### config.mk
export PLATFORM = sky130hd
export DESIGN_NAME = fcds_fbm_div
export DESIGN_NICKNAME = d
export VERILOG_FILES = /design/src/rtl/fcds_pkg.sv /design/src/rtl/fcds_fbm_div.sv
export SDC_FILE = /design/constraint.sdc
export NUM_CORES = 2
export LEC_CHECK = 0
export BUFFER_PORTS_ARGS = -buffer_cell sky130_fd_sc_hd__buf_2
export CAP_MARGIN = 20
export CELL_PAD_IN_SITES_DETAIL_PLACEMENT = 0
export CELL_PAD_IN_SITES_GLOBAL_PLACEMENT = 1
export CORE_ASPECT_RATIO = 1.2
export CORE_MARGIN = 4
export CORE_UTILIZATION = 40
export DETAILED_ROUTE_END_ITERATION = 8
export PLACE_DENSITY = 0.66
export SLEW_MARGIN = 15
export SYNTH_ARGS = -nofsm -noshare
export SYNTH_HDL_FRONTEND = slang
export SYNTH_SLANG_ARGS = --single-unit
### constraint.sdc
create_clock -name clk -period 7.28 [get_ports clk]
set_input_delay 1.456 -clock clk [delete_from_list [all_inputs] [get_ports clk]]
set_output_delay 1.456 -clock clk [all_outputs]
set_load 0.01 [all_outputs]
### src/rtl/fcds_pkg.sv
// shared types, constants and helpers for the cloud density sampler
`default_nettype none
package fcds_pkg;

	localparam int TABLE_DEPTH_DEF = 256;
	localparam int MAX_OCTAVES_DEF = 5;
	localparam int WARP_OCTAVES    = 2;
	localparam int LAT_W           = 19;
	localparam int TOT_W           = 27;
	localparam int OCT_W           = 4;

	localparam logic [31:0] COARSE_ZOOM = 32'd786;
	localparam logic [31:0] WARP_OFS_X = 32'd340787;
	localparam logic [31:0] WARP_OFS_Y = 32'd85197;
	localparam logic [31:0] WARP_BX = 32'((64'(WARP_OFS_X) * 64'(COARSE_ZOOM)) >> 16);
	localparam logic [31:0] WARP_BY = 32'((64'(WARP_OFS_Y) * 64'(COARSE_ZOOM)) >> 16);

	localparam logic [31:0] HASH_P1 = 32'd73856093;
	localparam logic [31:0] HASH_P2 = 32'd19349663;
	localparam logic [31:0] HASH_P3 = 32'd83492791;
	localparam logic [31:0] HASH_M1 = 32'h85ebca6b;
	localparam logic [31:0] HASH_M2 = 32'hc2b2ae35;

	// 1500 = 4 * 375, the odd part is checked through a reciprocal
	localparam logic [31:0] BOLT_ODD   = 32'd375;
	localparam logic [31:0] BOLT_RECIP = 32'd2932031007;
	localparam int          BOLT_SHIFT = 40;

	localparam int          RECIP_SHIFT = 26;
	localparam logic [2:0]  TIER_TOP    = 3'd4;
	localparam logic        CMD_LOAD    = 1'b0;
	localparam logic        CMD_SAMPLE  = 1'b1;

	typedef enum logic [2:0] {
		REG_SCALE_X,
		REG_SCALE_Y,
		REG_OCTAVE_COUNT,
		REG_WARP_AMOUNT,
		REG_WIND_SHARE,
		REG_TIER_CUTOFFS,
		REG_BOLT_ENABLE
	} reg_idx_t;

	typedef struct packed {
		logic        cmd;
		logic [9:0]  cell_x;
		logic [9:0]  cell_y;
		logic [31:0] drift_x;
		logic [31:0] drift_y;
		logic [31:0] swirl_time;
		logic [31:0] time_bucket;
		logic [7:0]  entry_index;
		logic [7:0]  entry_value;
	} sample_t;

	typedef struct packed {
		logic [15:0] density;
		logic [2:0]  tier;
		logic        bolt;
	} result_t;

	typedef struct packed {
		logic       we;
		logic [7:0] idx;
		logic [7:0] val;
	} lat_wr_t;

	// floor(2^26 / (2^n - 1))
	function automatic logic [RECIP_SHIFT:0] div_recip(input logic [OCT_W-1:0] n);
		logic [RECIP_SHIFT:0] r;
		case (n)
			4'd2:    r = 27'd22369621;
			4'd3:    r = 27'd9586980;
			4'd4:    r = 27'd4473924;
			4'd5:    r = 27'd2164802;
			4'd6:    r = 27'd1065220;
			4'd7:    r = 27'd528416;
			4'd8:    r = 27'd263172;
			default: r = 27'd67108864;
		endcase
		return r;
	endfunction

endpackage
`default_nettype wire

### src/rtl/fcds_fbm_div.sv
// fbm normalization: signed total over 2*(2^n-1), truncated, plus one half
`default_nettype none
module fcds_fbm_div import fcds_pkg::*; (
	input  wire logic                    clk,
	input  wire logic                    en,
	input  wire logic signed [TOT_W-1:0] total,
	input  wire logic [OCT_W-1:0]        n,
	output logic signed [TOT_W-1:0]      q
);
	logic [TOT_W-1:0]       mag_abs;
	logic [TOT_W-3:0]       mag_s1, mag_s2, q_s2;
	logic                   neg_s1, neg_s2;
	logic [OCT_W-1:0]       n_s1;
	logic [7:0]             d_s2;
	logic signed [TOT_W-1:0] q_s3;
	logic [TOT_W-3:0]       rem, qf;
	logic [2*TOT_W:0]       prod;

	assign mag_abs = total[TOT_W-1] ? TOT_W'(-total) : TOT_W'(total);
	assign prod    = (2*TOT_W+1)'(mag_s1) * (2*TOT_W+1)'(div_recip(n_s1));
	assign rem     = mag_s2 - (TOT_W-2)'(q_s2 * (TOT_W-2)'(d_s2));
	assign qf      = q_s2 + (TOT_W-2)'(rem >= (TOT_W-2)'(d_s2));

	always_ff @(posedge clk) begin
		if (en) begin
			mag_s1 <= mag_abs[TOT_W-2:1];
			neg_s1 <= total[TOT_W-1];
			n_s1   <= n;

			q_s2   <= (TOT_W-2)'(prod >> RECIP_SHIFT);
			mag_s2 <= mag_s1;
			neg_s2 <= neg_s1;
			d_s2   <= 8'((9'd1 << n_s1) - 9'd1);

			q_s3   <= neg_s2 ? TOT_W'(32768) - TOT_W'(qf) : TOT_W'(32768) + TOT_W'(qf);
		end
	end

	assign q = q_s3;

endmodule
`default_nettype wire
==> results.cfg <==
[timing]
period_share = 1.058
fin_ws_ps = -423.9
worst_slew_pin_slew_ps = 1214
rsz0062_at_grt = yes
timing.slew.headroom = 0.1905
finalHoldViolCount = 0
setup_viol = 32
maxSlewViolCount = 0
min_period_ps = 7704
max_freq_mhz = 129.8
tns_ps = -7665
fin_skew_ps = 15.51

[run_status]
violations = negative setup slack
status = finished, violations left

[worst_setup_path]
startpoint_type = flip-flop
crit_type = flip-flop to flip-flop
crit_fanout = 5
crit_top_cell = fa_1
critPathCaptureType = flip-flop
cp.arrival_ps = 7900
crit_required_ps = 7480
crit_slowest_cell = fa_1
worst-path-buf-inv = 11
cpLargestDelayFamily = adder cells
max_stage_delay_ps = 570

[logic_synthesis]
synth-async-reset-ratio = 0
synth_most_common_cell = inv_1
synth-seq-cells = 116
syn-num-nets = 4067
synth_commonest_cells = inv_1, fa_1, ha_1
syn_area_sq_mm = 0.02959
yosys-top-cells-area = fa_1, ha_1, edfxtp_1
synth_top_cell_by_area = fa_1
synthCells = 3123
syn-mean-instance-area_sq_um = 9.476
synth_edf_count = 116
ys.flop_type = edfxtp_1
ys.warnings.count = 0
ys_types = 71
ys_seq_area_frac = 0.1177
netlist.area_leader.share = 0.3788

[global_routing]
antenna_found_initial = 1
grt_pass1_vias = 26050
track_usage = 0.2419
grt_pass1_wl_um = 146600
overflow = 0
grt_max_degree = 62

[routing]
routed_via_density = 4.964
drc = 0
routedWlPerCell_um = 20.19
firstDrtPassIters = 5
drtAntennaViolNets = 0
dr.first_iter.drc_count = 1038
wl_um = 94660
via_count = 23270

[cells_and_area]
layout-drive-gt1-share = 0.2822
layout.cells.non_filler = 4688
final_core_util = 0.5238
area_growth_pct = 30.11
nets = 4677
diodes = 0

[placement]
detailed_place_hpwl_um = 80310
portBuffers = 59
post-place-cells = 4558
finalWeightedCongestion = 0.9524
pre_cts_ws_ps = -1007

[clock_tree]
cts.path.max_buffers = 2
holdBufCountCts = 0
cts_tree = done
numClockSinks = 116
clk_pin_slew_worst_paths_ps = 60
clk_latency_ps = 470
root_buffer = clkbuf_16
htreeDepth = 4
numCtsBuffers = 17

[floorplanning]
initial_core_util = 0.4026
dieWidth_um = 256.3
rows = 109
die_area_sq_mm = 0.07842
coreArea_sq_mm = 0.07351
die_h_um = 306.0
ioPinCount = 60

[min_path]
hold_class = flip-flop to flip-flop

[flow_run]
maxCapViolCount = 0
## layout by cell type (no fill, tap or decap), types with 8 or more instances in the layout
cell,synthesis,layout
buf_12,0,25
ha_4,0,39
edfxtp_1,116,116
nand3_1,26,20
xnor2_2,0,9
o21ai_0,56,37
inv_2,0,21
buf_2,4,58
and2_4,0,26
a21oi_2,0,26
nand4_1,12,12
nand2_2,0,13
o211ai_1,12,12
and3_1,28,23
a21oi_1,64,31
fa_1,560,534
nor2_1,79,65
or2_2,20,16
nor3_2,1,8
nor3_1,28,14
ha_1,351,308
buf_6,0,54
fa_2,0,26
buf_4,0,565
inv_1,765,740
xnor2_1,97,86
nor2b_1,56,52
a21o_1,22,22
nand2_1,260,242
xor2_1,29,25
o21a_1,10,9
o21ai_1,0,11
and2_1,255,228
nor2_2,1,12
clkbuf_16,0,19
o31ai_1,15,13
nand2b_1,15,12
## what timing repair did
action / in CTS / in global routing
endpoints found under the hold margin: 0 / 0
gates resized for setup: 227 / 197
pin swaps: 110 / 136
cloned: 2 / 2
endpoints found under the setup margin: 39 / 43
setup buffers: 63 / 44
## metal layers
metal / track usage / vias to the layer above / wire [um]
li1: - / 10810 / -
met1: 0.2925 / 11820 / 37860
met2: 0.4481 / 497 / 49800
met3: 0.02999 / 144 / 3616
met4: 0.07771 / 0 / 3380
met5: 0 / - / 0
## final timing paths
kind / start / endpoint / slack [ps] / cells past startpoint
worst min register to register: neg_s1 / neg_s2 / 490 / 0
worst min-delay path: neg_s1 / neg_s2 / 490 / 0
worst max register to register: n_s1[2] / q_s2[15] / -420 / 31
worst max-delay path: n_s1[2] / q_s2[15] / -420 / 31
## layout make-up
cell class | count | area [sq um]
well taps | 943 | 1180
inverters | 765 | 2884
multi-input cells | 2123 | 24580
fillers | 6655 | 35000
repair buffers | 710 | 5803
clock buffers | 17 | 425.4
clock inverters | 14 | 153.9
flip-flops and latches | 116 | 3483
## sequential cells by signal, indices dropped and copies added, names as in the netlist
register,count
mag_s1,25
q,27
n_s1,4
neg_s2,1
q_s2,25
neg_s1,1
mag_s2,25
d_s2,8
## kinds of logic after synthesis
family,share of synthesized area
AO/OA/AOI/OAI,0.05771
XOR/XNOR,0.03881
adder cells (fa/ha/maj),0.5272
buffers and inverters,0.1123
flip-flops,0.1177
multiplexers,0.001733
AND/OR/NAND/NOR,0.1445
## stage by stage
stage	hold WS, ps	instance area (sq um)
floorplan	400.3	29750
global placement	484.8	35070
detailed placement	478.3	35070
CTS	493.0	37250
global route	495.1	38510
finish	490.8	38510
## worst register-to-register path: cells and delay by family, from the launching register on
kind / cells / cell delay (ps)
adders and majority gates: 8 / 3620
DFF: 1 / 420
AOI/OAI and AO/OA: 6 / 1360
xor gates and xnor gates: 2 / 340
buffers and inverters: 11 / 1290
and+or+nand+nor: 4 / 400
Power is not shown: default switching activity piles up to over one toggle a cycle in this logic, so the estimate is an artifact.
